===== src/hw/rtl/ptex_pkg.sv =====
// ---------------------------------------------------------------------------
// Procedural texture package
// Shared types and fixed constants for the procedural texture albedo unit.
// ---------------------------------------------------------------------------
package ptex_pkg;

  // Texture mode codes. Codes above MODE_WAVE produce black.
  typedef enum logic [2:0] {
    MODE_SOLID   = 3'd0,
    MODE_CHK_XYZ = 3'd1,
    MODE_CHK_UV  = 3'd2,
    MODE_WAVE    = 3'd3
  } ptex_mode_t;

  // Per-transaction fields that travel beside the lanes to the merge stage.
  typedef struct packed {
    ptex_mode_t  mode;
    logic [23:0] color_a;
    logic [23:0] color_b;
  } ptex_side_t;

  // 1/(2*pi) in Q32, fits in 30 bits.
  localparam logic [29:0] INV_TWO_PI_Q32 = 30'd683565276;
  // pi/2 in Q30, used only when the sine table is elaborated.
  localparam logic [63:0] PI_HALF_Q30    = 64'd1686629713;

  localparam int SINE_W   = 17;  // table entry, 0..32768
  localparam int SIN_W    = 18;  // signed sine, -32768..32768
  localparam int F_UV     = 24;  // fraction bits of density*u or density*v
  localparam int LANE_LAT = 8;   // register stages inside one lane

  localparam logic [SIN_W-1:0] ONE_Q15 = 18'd32768;

endpackage


===== src/hw/rtl/ptex_merge.sv =====
// ---------------------------------------------------------------------------
// Merge stage
// Combines the lane sines with the mode and colors into the registered
// albedo result.
// ---------------------------------------------------------------------------
module ptex_merge (
  input  logic                               clk,
  input  logic                               rst_n,
  input  logic                               valid,
  input  ptex_pkg::ptex_side_t               side,
  input  logic signed [ptex_pkg::SIN_W-1:0]  sine [3],
  output logic                               out_valid,
  output logic [7:0]                         red,
  output logic [7:0]                         green,
  output logic [7:0]                         blue
);
  import ptex_pkg::*;

  logic              valid_r;
  logic [23:0]       col_r, col_nxt;
  logic [2:0]        zero_w, neg_w;
  logic [16:0]       lift_w [3];
  logic [24:0]       wave_w [3];

  for (genvar g = 0; g < 3; g++) begin : g_chan
    assign zero_w[g] = (sine[g] == '0);
    assign neg_w[g]  = sine[g][SIN_W-1];
    // (s + 1.0) lies in [0, 2.0], so 17 unsigned bits hold it.
    assign lift_w[g] = 17'(sine[g] + signed'(ONE_Q15));
    assign wave_w[g] = 25'(side.color_a[23-8*g -: 8]) * 25'(lift_w[g]);
  end

  always_comb begin
    col_nxt = 24'd0;
    case (side.mode)
      MODE_SOLID: begin
        col_nxt = side.color_a;
      end
      MODE_CHK_XYZ: begin
        col_nxt = (|zero_w || !(^neg_w)) ? side.color_b : side.color_a;
      end
      MODE_CHK_UV: begin
        col_nxt = (|zero_w[1:0] || !(^neg_w[1:0])) ? side.color_b : side.color_a;
      end
      MODE_WAVE: begin
        col_nxt = {wave_w[0][23:16], wave_w[1][23:16], wave_w[2][23:16]};
      end
      default: begin
        col_nxt = 24'd0;
      end
    endcase
  end

  always_ff @(posedge clk) begin
    if (!rst_n) begin
      valid_r <= 1'b0;
    end else begin
      valid_r <= valid;
    end
    col_r <= col_nxt;
  end

  assign out_valid = valid_r;
  assign red       = col_r[23:16];
  assign green     = col_r[15:8];
  assign blue      = col_r[7:0];

endmodule


===== config.mk =====
export PLATFORM = sky130hd
export DESIGN_NAME = ptex_merge
export DESIGN_NICKNAME = d
export VERILOG_FILES = /design/src/hw/rtl/ptex_pkg.sv /design/src/hw/rtl/ptex_merge.sv
export SDC_FILE = /design/constraint.sdc
export NUM_CORES = 1
export LEC_CHECK = 0
export ABC_AREA = 1
export BUFFER_PORTS_ARGS = -buffer_cell sky130_fd_sc_hd__buf_2
export CAP_MARGIN = 10
export CORE_MARGIN = 10
export CORE_UTILIZATION = 50
export CTS_BUF_LIST = sky130_fd_sc_hd__clkbuf_8
export DETAILED_ROUTE_END_ITERATION = 10
export MAX_ROUTING_LAYER = met4
export PLACE_DENSITY = 0.71
export SLEW_MARGIN = 0
export SYNTH_ARGS = -nofsm -noshare
export SYNTH_HDL_FRONTEND = slang
export SYNTH_SLANG_ARGS = --single-unit
export TNS_END_PERCENT = 50

===== constraint.sdc =====
create_clock -name clk -period 4 [get_ports clk]
set_input_delay 0 -clock clk [delete_from_list [all_inputs] [get_ports clk]]
set_output_delay 0 -clock clk [all_outputs]
set_load 0.05 [all_outputs]

==> metrics.yaml, run 1 <==
global_route:
  grt_pass1_vias: 15000
  antenna_found_initial: 4
  grt_max_degree: 25
  gr-total-overflow: 0
  grt_pass1_wl_um: 73600
  track_usage: 0.236
die:
  die_height_um: 196
  initial_utilization: 0.507
  num_rows: 64
  coreArea_um2: 30600
  die_area_um2: 38500
  pin_count: 133
  die_w_um: 196
cts:
  cts_tree: "built"
  post-cts-setup-buffers: 0
  clock_path_buffers: 2
  cts_buffers: 3
  root_buffer: "clkbuf_8"
  cts_htree_levels: 1
  clock-sinks: 25
  cts.clk_slew.worst_paths_ns: 0.14
route:
  vias: 14300
  firstDrtPassIters: 6
  wire_per_inst_um: 15.4
  drt_iter0_drc: 878
  ant_nets: 0
  drc: 0
  routed_wl_um: 44100
  avgViaCountPerCell: 5.02
job:
  maxCapViolCount: 0
layout:
  stdcell_count: 2858
  layout_commonest_cell: "inv_1"
  drive_gt1_frac: 0.103
  design_area_um2: 16900
  fin_util: 0.551
  fillCellCount: 3084
  nets: 2951
  syn_to_final_growth_pct: 8.58
  final_cell_mix: "inv_1, nand2_1, fa_1"
sta:
  fin_crit_ns: 3.77
  tightest_slew_ns: 0.617
  worst_hold_slack_ns: 0.00579
  hold_viol_final: 0
  finalCritPeriodShare: 0.942
  setup_viol: 0
  rsz0062_at_grt: "yes"
  drv_slew: 0
  max_slew_margin: 0.586
  max_freq_ghz: 0.266
critical_path:
  worstSetupPathType: "in2reg"
  cp_top_family: "adder cells"
  path_max_fanout: 15
  critical_path_required_ns: 4.22
  arrival_ns: 3.99
  endpoint_kind: "register"
  path_buf_inv: 5
  worst_setup_path_start_kind: "input pin"
  cpMaxStageDelayCell: "fa_1"
  path_cells: "buf_2 > nand2_1 > fa_1 > fa_1 > inv_1 > fa_1 > inv_1 > fa_1 > inv_1 > ha_2 > nand2_1 > inv_1 > nand2_1 > nor2_1 > nand4_1 > nand3_1 > nand2_1 > nand3_1 > nand3_2"
  slowest_delay_ns: 0.56
power_and_ir_drop:
  power.density_nw_per_um2: 468
  ir_drop_mv: 0.277
  finalPower_mw: 7.89
  p_leak_nw: 11.2
synth:
  synth-seq-cells: 25
  synth_seq_area_share: 0.0322
  synth_edf_count: 0
  synth_cell_types: 44
  ys_warn_count: 0
  async_flop_share: 0
  postSynthAreaPerCell_um2: 6.64
  synth_fp_nets: 2830
  syn_inst: 2338
  synth_flop_cell: "dfxtp_1"
  syn_area_um2: 15500
place:
  place_congestion: 1.03
  dp_hpwl_um: 38000
  io_buffers: 132
  dp_cells: 2842
  place_area_um2: 16700
min_path:
  hp-start: "side[10]"
  hold_path_end: "col_r[10]"
  hp-class: "in2reg"
  min_path_cells: 3
run_status:
  status: "finished clean"
-- synth_stat cells (2+ instances only) --
library cell / n / area [um^2]
nor2_1: 123 / 462
a21oi_1: 73 / 365
nor3_1: 21 / 105
fa_1: 264 / 5290
inv_1: 708 / 2660
nand4_1: 22 / 138
buf_1: 9 / 33.8
o21a_1: 3 / 22.5
nor2_2: 7 / 43.8
buf_4: 8 / 60.1
nand2_4: 2 / 22.5
o21ai_2: 2 / 17.5
o21bai_1: 8 / 60.1
nand3_4: 3 / 52.6
nand2_2: 3 / 18.8
clkbuf_1: 35 / 131
o21ai_1: 2 / 10.0
xnor2_1: 10 / 87.6
nand3b_1: 11 / 82.6
clkinv_1: 2 / 7.51
a21o_1: 8 / 60.1
buf_6: 16 / 180
nand3_2: 8 / 80.1
nand2_1: 646 / 2420
nand3_1: 99 / 495
o22ai_1: 4 / 25.0
dfxtp_1: 25 / 500
ha_1: 120 / 1500
a21boi_0: 3 / 22.5
nor2_4: 3 / 33.8
xor2_1: 3 / 26.3
o21ai_0: 46 / 230
buf_2: 30 / 150
-- stage by stage --
| step | setup TNS (ns) | setup WS [ns] |
|---|---|---|
| 5_1_grt | -0.0384 | -0.0180 |
| 3_5_place_dp | -0.663 | -0.150 |
| 6_report | 0 | 0.234 |
| 4_1_cts | 0 | 0.155 |
| 3_3_place_gp | -0.308 | -0.105 |
| 2_1_floorplan | 0 | 0.0185 |
-- power breakdown --
part           internal, mW  total, mW  switching [mW]
clock                0.0719      0.199           0.127
combinational          2.79       7.33            4.54
sequential            0.317      0.360          0.0429
-- layout make-up --
| class | count | area, um^2 | area share |
|---|---|---|---|
| Tap cell | 396 | 495 | 0.0294 |
| Clock inverter | 1 | 7.51 | 0.000445 |
| Timing Repair Buffer | 216 | 1340 | 0.0794 |
| Inverter | 711 | 2670 | 0.159 |
| Clock buffer | 3 | 41.3 | 0.00245 |
| Sequential cell | 25 | 500 | 0.0297 |
| Antenna cell | 4 | 10.0 | 0.000594 |
| Multi-Input combinational cell | 1502 | 11800 | 0.699 |
-- per-layer routing --
metal | track usage | up-vias | wire, um
li1 | - | 6945 | -
met1 | 0.302 | 6916 | 19200
met2 | 0.395 | 435 | 21200
met3 | 0.0252 | 53 | 2840
met4 | 0.0506 | 0 | 865
met5 | - | - | 0
-- kinds of logic (layout without fill, tap and decap cells) --
kind of cell               Yosys count  after routing  synth area share
AOI/OAI and AO/OA                  150            150            0.0528
other                                0              4                 0
buffers and inverters              811            931             0.210
adders and majority gates          384            384             0.437
DFF                                 25             25            0.0322
xor gates and xnor gates            13             13           0.00733
and+or+nand+nor                    955            955             0.261
-- repair_timing --
| item | in CTS | in global routing |
|---|---|---|
| hold endpoints to repair | 7 | 0 |
| resized for setup | 0 | 8 |
| hold buffers | 8 | 0 |
| endpoints found under the setup margin | 0 | 7 |
-- sequential cells by signal, indices dropped and copies added (netlist names) --
name       cells
col_r         24
out_valid      1
-- how the worst max path moves through the flow --
stage	from	endpoint	slack [ns]	cells past startpoint
4_1_cts	side[42]	col_r[22]	0.15	17
5_1_grt	sine[15]	col_r[4]	-0.02	22
3_5_place_dp	side[42]	col_r[22]	-0.15	17
6_report	side[34]	col_r[12]	0.23	19
3_3_place_gp	sine[51]	col_r[20]	-0.10	22
2_1_floorplan	side[34]	col_r[8]	0.02	18
Power figures use the tool's default switching activity.
==> run 2: changes to the inputs <==
--- a/config.mk
+++ b/config.mk
@@ -9,11 +9,10 @@
 export BUFFER_PORTS_ARGS = -buffer_cell sky130_fd_sc_hd__buf_2
 export CAP_MARGIN = 10
 export CORE_MARGIN = 10
-export CORE_UTILIZATION = 50
+export CORE_UTILIZATION = 35
 export CTS_BUF_LIST = sky130_fd_sc_hd__clkbuf_8
 export DETAILED_ROUTE_END_ITERATION = 10
 export MAX_ROUTING_LAYER = met4
-export PLACE_DENSITY = 0.71
 export SLEW_MARGIN = 0
 export SYNTH_ARGS = -nofsm -noshare
 export SYNTH_HDL_FRONTEND = slang
==> run 2 against run 1 <==
Worst setup slack improved by 0.014 ns. Flip-flop and latch count unchanged. Highest routed layer unchanged. Non-clock buffer count increased by 1. Wire length increased by 4.0%. Power increased by 0.56%. Critical path type unchanged. Fmax increased by 0.38%. Sequential share of layout area about the same. First-iteration DRC count decreased by 3.4%.
==> metrics.yaml, run 2 (synthesized netlist as in run 1, its figures left out) <==
cts:
  cts.clk_slew.worst_paths_ns: 0.13  # about the same
  cts_htree_levels: 1  # unchanged
  clock-sinks: 25  # unchanged
  post-cts-setup-buffers: 0  # unchanged
  cts_tree: "built"
  root_buffer: "clkbuf_8"
  cts_buffers: 3  # unchanged
  clock_path_buffers: 2  # unchanged
run_status:
  status: "finished clean"
layout:
  regArea_um2: 500  # unchanged
  largest_register: "col_r"
  multiInputGateArea_um2: 11800  # +0.13%
  fillCellCount: 4735  # +54%
  stdcell_count: 3055  # +6.9%
  layout_commonest_cell: "inv_1"
  final_cell_mix: "inv_1, nand2_1, fa_1"
  nets: 2952  # +0.034%
  largest_reg_flops: 24  # unchanged
  fin_util: 0.389  # -0.162
  syn_to_final_growth_pct: 10.2
  drive_gt1_frac: 0.102  # -0.000448
place:
  dp_hpwl_um: 39300  # +3.3%
  dp_cells: 3038  # +6.9%
  place_ws_ns: -0.140  # +0.0101 ns
  io_buffers: 132  # unchanged
  place_congestion: 0.963  # -6.1%
sta:
  fin_ws_ns: 0.248  # +0.0143 ns
  drv_slew: 0  # unchanged
  max_freq_ghz: 0.267  # +0.38%
  finalCritPeriodShare: 0.938  # -0.00358
  fin_crit_ns: 3.75  # -0.0143 ns
  tightest_slew_ns: 0.719  # +0.102 ns
  hold_viol_final: 0  # unchanged
  setup_viol: 0  # unchanged
  rsz0062_at_grt: "no"
  setup_tns_ns: 0  # unchanged
  max_slew_margin: 0.517  # -0.0692
global_route:
  grt_pass1_wl_um: 75700  # +3.0%
  grt_max_degree: 25  # unchanged
  grt_pass1_vias: 15000  # +0.18%
  gr-total-overflow: 0  # unchanged
  antenna_found_initial: 3  # -1
  track_usage: 0.178  # -0.0574
min_path:
  hp-start: "side[10]"
  min_path_cells: 3  # unchanged
  hp-class: "in2reg"
  hold_path_end: "col_r[10]"
power_and_ir_drop:
  power.density_nw_per_um2: 464  # -0.95%
  finalPower_mw: 7.94  # +0.56%
  p_leak_nw: 11.2  # about the same
  ir_drop_mv: 0.233  # -16%
critical_path:
  worstSetupPathType: "in2reg"
  arrival_ns: 3.96  # -0.03 ns
  critical_path_required_ns: 4.21  # about the same
  endpoint_kind: "register"
  worst_setup_path_start_kind: "input pin"
  path_max_fanout: 11  # -4
die:
  initial_utilization: 0.353  # -0.155
  die_area_um2: 53200  # +38%
  die_w_um: 231  # +18%
  num_rows: 77  # +20%
  coreArea_um2: 44000  # +44%
  pin_count: 133  # unchanged
  die_height_um: 231  # +18%
job:
  maxCapViolCount: 0  # unchanged
route:
  firstDrtPassIters: 6  # unchanged
  wire_per_inst_um: 15.0  # -2.7%
  drt_iter0_drc: 848  # -3.4%
  avgViaCountPerCell: 4.62  # -8.1%
  drc: 0  # unchanged
  vias: 14100  # -1.7%
  ant_nets: 0  # unchanged
  routed_wl_um: 45900  # +4.0%
==> run 2: changes by cell type in the layout (fill, tap and decap cells not counted), sizes merged <==
| cell | delta |
|---|---|
| buf | -6 |
| clkbuf | +6 |
| clkinvlp | -1 |
| dlygate4sd3 | +1 |
| inv | +1 |
==> run 2: report_power, final <==
group          switching, mW  internal [mW]
clock network          0.116         0.0698
registers             0.0443          0.317
logic                   4.55           2.84
total                   4.71           3.23
==> run 2: stage by stage <==
stage               area [um^2]  hold WS, ns
CTS                       17100       0.0441
global placement          16900        0.177
global route              17100       0.0719
floorplan                 15500       0.0935
detailed placement        16900        0.187
finish                    17100       0.0473
==> run 2: worst max-delay path by stage <==
stage | end | start | cells past startpoint | slack, ns
global placement | col_r[21] | side[43] | 19 | -0.1
finish | col_r[21] | side[42] | 18 | 0.25
detailed placement | col_r[20] | side[43] | 19 | -0.14
global route | col_r[4] | side[27] | 20 | 0.006
floorplan | col_r[8] | side[34] | 18 | 0.02
CTS | col_r[20] | side[43] | 19 | 0.18
==> run 2: layer usage <==
| layer | routed length, um | vias up | share of wire | GRT usage |
|---|---|---|---|---|
| met4 | 423 | 0 | 0.0092 | 0.0203 |
| met2 | 22200 | 350 | 0.48 | 0.305 |
| li1 | - | 6948 | - | - |
| met5 | 0 | - | 0 | - |
| met3 | 2430 | 35 | 0.053 | 0.0204 |
| met1 | 20800 | 6766 | 0.45 | 0.230 |
==> run 2: timing repair <==
item,in CTS,in global routing
hold buffers,9,0
gates resized for setup,0,14
hold endpoints to repair,8,0
endpoints found under the setup margin,0,11
==> run 2: worst max-delay path, stage by stage <==
cell      delay, ns
clkbuf_4       0.21
buf_4          0.16
nand2_1        0.04
inv_1          0.05
fa_1           0.50
fa_1           0.56
fa_1           0.43
fa_1           0.46
ha_1           0.39
nand2_1        0.10
nor2_1         0.16
inv_1          0.09
nor3_1         0.25
nand4_1        0.21
nand3_1        0.11
nand2_1        0.05
nand3_1        0.08
nand3_1        0.08
==> run 2: area by class of cell <==
cell class | instances | share of cell area
sequential | 25 | 0.0292
inverter | 711 | 0.156
tap | 592 | 0.0433
clock inverter | 1 | 0.000219
clock buffer | 3 | 0.00241
antenna | 4 | 0.000585
timing repair buffer | 217 | 0.0782
multi-input combinational | 1502 | 0.690
==> run 3: changes to the inputs <==
--- a/config.mk
+++ b/config.mk
@@ -5,7 +5,7 @@
 export SDC_FILE = /design/constraint.sdc
 export NUM_CORES = 1
 export LEC_CHECK = 0
-export ABC_AREA = 1
+export ABC_AREA = 0
 export BUFFER_PORTS_ARGS = -buffer_cell sky130_fd_sc_hd__buf_2
 export CAP_MARGIN = 10
 export CORE_MARGIN = 10
@@ -13,6 +13,7 @@
 export CTS_BUF_LIST = sky130_fd_sc_hd__clkbuf_8
 export DETAILED_ROUTE_END_ITERATION = 10
 export MAX_ROUTING_LAYER = met4
+export SKIP_CTS_REPAIR_TIMING = 1
 export SLEW_MARGIN = 0
 export SYNTH_ARGS = -nofsm -noshare
 export SYNTH_HDL_FRONTEND = slang
==> run 3 against run 2 <==
The run now ends with negative hold slack, negative setup slack left. Largest cell class unchanged. Critical path type unchanged. Sequential power barely moved. Highest routed layer unchanged. Via count is 27% lower. Hold slack lost 0.067 ns. Die area fell by 17%. Sequential share of layout area increased by 0.17 points. Final cell count shrank 29%. Largest power group unchanged. Critical path depth rose by 1. Power down 3.0%. Wire length decreased by 24%. Final area shrank 5.5%.
==> metrics.yaml, run 3 <==
run_status:
  status: "finished, violations left"
  failed_checks: "negative hold slack, negative setup slack"
place:
  place_congestion: 0.898  # -6.7%
  place_ws_ns: -0.641  # -0.501 ns
  place_area_um2: 15300  # -9.6%
  dp_hpwl_um: 30300  # -23%
  io_buffers: 132  # unchanged
global_route:
  grt_busiest_layer: "met2"
  track_usage: 0.161  # -0.0171
  gr-usage-met1: 0.206  # -0.0239
  use_met3: 0.0214  # +0.00102
  grt_pass1_wl_um: 56600  # -25%
  grt_pass1_vias: 11000  # -26%
  antenna_found_initial: 1  # -2
  gr-total-overflow: 0  # unchanged
  use_met2: 0.272  # -0.0331
  grt_max_degree: 25  # unchanged
synth:
  syn_area_um2: 12600  # -19%
  yosys.area.top_type: "fa_1"
  synth_cell_types: 51  # +16%
  synth-seq-cells: 25  # unchanged
  async_flop_share: 0  # unchanged
  postSynthAreaPerCell_um2: 9.02  # +36%
  synth_seq_area_share: 0.0397  # +0.00749
  ys_warn_count: 0  # unchanged
  synth_flop_cell: "dfxtp_1"
  netlist.area_leader.share: 0.420  # +0.0791
  synth_edf_count: 0  # unchanged
  synth_most_common_cell: "and2_1"
  synthTopCellsByArea: "fa_1, and2_1, ha_1, inv_1, dfxtp_1"
  synth_common_cells: "and2_1, inv_1, fa_1"
  synth_fp_nets: 1889  # -33%
  syn_inst: 1397  # -40%
layout:
  multiInputGateArea_um2: 11500  # -2.9%
  layout_commonest_cell: "and2_1"
  largest_reg_flops: 24  # unchanged
  largest_register: "col_r"
  nets: 2199  # -26%
  drive_gt1_frac: 0.251  # +0.149
  regArea_um2: 500  # unchanged
  design_area_um2: 16200  # -5.5%
  syn_to_final_growth_pct: 28.3
  fin_util: 0.454  # +0.0658
  fillCellCount: 3480  # -27%
  final_cell_mix: "and2_1, inv_1, fa_1"
sta:
  hold_viol_final: 1  # +1
  fin_crit_ns: 4.16  # +0.412 ns
  rsz0062_at_grt: "yes"
  setup_viol: 8  # +8
  drv_slew: 0  # unchanged
  fin_ws_ns: -0.164  # -0.412 ns
  tightest_slew_ns: 0.842  # +0.122 ns
  max_slew_margin: 0.438  # -0.0793
  setup_tns_ns: -0.608  # -0.608 ns
  max_freq_ghz: 0.240  # -9.9%
  finalCritPeriodShare: 1.04  # +0.103
  worst_hold_slack_ns: -0.0195  # -0.0668 ns
route:
  wire_per_inst_um: 16.1  # +7.5%
  avgViaCountPerCell: 4.75  # +2.9%
  drt_iter0_drc: 350  # -59%
  routed_wl_um: 35000  # -24%
  drc: 0  # unchanged
  firstDrtPassIters: 5  # -1
  ant_nets: 0  # unchanged
  vias: 10300  # -27%
critical_path:
  worst_setup_path_start_kind: "input pin"
  arrival_ns: 4.37  # +0.41 ns
  endpoint_kind: "register"
  critical_path_required_ns: 4.21  # about the same
  path_max_fanout: 6  # -5
  worstSetupPathType: "in2reg"
min_path:
  hp-start: "side[10]"
  hp-class: "in2reg"
  hold_path_end: "col_r[10]"
  min_path_cells: 3  # unchanged
die:
  die_w_um: 210  # -9.1%
  num_rows: 69  # -10%
  coreArea_um2: 35600  # -19%
  die_area_um2: 44000  # -17%
  initial_utilization: 0.354  # +0.00154
  pin_count: 133  # unchanged
  die_height_um: 210  # -9.1%
cts:
  cts.clk_slew.worst_paths_ns: 0.13  # about the same
  root_buffer: "clkbuf_8"
  cts_htree_levels: 1  # unchanged
  clock_path_buffers: 2  # unchanged
  cts_buffers: 3  # unchanged
  clock-sinks: 25  # unchanged
  cts_tree: "built"
power_and_ir_drop:
  finalPower_mw: 7.70  # -3.0%
  p_leak_nw: 8.21  # -27%
  power.density_nw_per_um2: 476  # +2.7%
  ir_drop_mv: 0.377  # +62%
job:
  maxCapViolCount: 0  # unchanged
## run 3: worst max-delay path by stage
stage                         from         to  slack [ns]
after floorplan           side[35]  col_r[15]       -0.28
after global placement    sine[22]  col_r[15]       -0.56
after detailed placement  side[26]   col_r[5]       -0.64
after CTS                 side[26]   col_r[5]       -0.29
after global routing      sine[23]  col_r[15]       -0.33
final                     sine[23]  col_r[14]       -0.16
## run 3: worst max-delay path, stage by stage
cell	delay [ns]
buf_8	0.11
and2_4	0.15
fa_1	0.58
fa_1	0.44
fa_1	0.49
inv_1	0.05
fa_1	0.49
inv_2	0.05
ha_4	0.21
a21o_1	0.15
a21o_1	0.17
a221o_1	0.35
a221oi_4	0.35
a21oi_2	0.11
a21o_1	0.19
a21oi_2	0.17
buf_4	0.13
xnor2_1	0.10
o21ai_1	0.06
## run 3: area by class of cell
cell class | count | area share
Inverter | 281 | 0.0653
Clock buffer | 3 | 0.00255
Tap cell | 461 | 0.0357
Clock inverter | 1 | 0.000310
Sequential cell | 25 | 0.0310
Antenna cell | 2 | 0.000310
Timing Repair Buffer | 342 | 0.156
Multi-Input combinational cell | 1054 | 0.709
## run 3: kinds of logic (layout without fill, tap and decap cells)
kind of cell / after synthesis / in the layout / synth area share
and+or+nand+nor: 494 / 494 / 0.225
xor gates and xnor gates: 34 / 34 / 0.0236
buffers and inverters: 318 / 627 / 0.0950
other: 0 / 2 / 0
adders and majority gates: 384 / 384 / 0.539
AOI/OAI and AO/OA: 138 / 138 / 0.0744
DFF: 25 / 25 / 0.0397
muxes: 4 / 4 / 0.00318
## run 3: power breakdown
part           switching (mW)  internal [mW]
Combinational            3.68           3.45
Sequential             0.0403          0.325
Clock                   0.124         0.0712
## run 3: metal layers
metal  up-vias  wire (um)  share of wire
met2       188      17500           0.50
met5         -          0              0
met4         0        527          0.015
li1       4905          -              -
met3        33       1390          0.040
met1      5171      15600           0.45
## run 3: stage by stage
stage	cells	hold WS [ns]
after floorplan	1397	0.122
after global placement	2132	0.207
after detailed placement	2132	0.211
after CTS	2136	-0.129
after global routing	2168	0.00333
final	2169	-0.0195
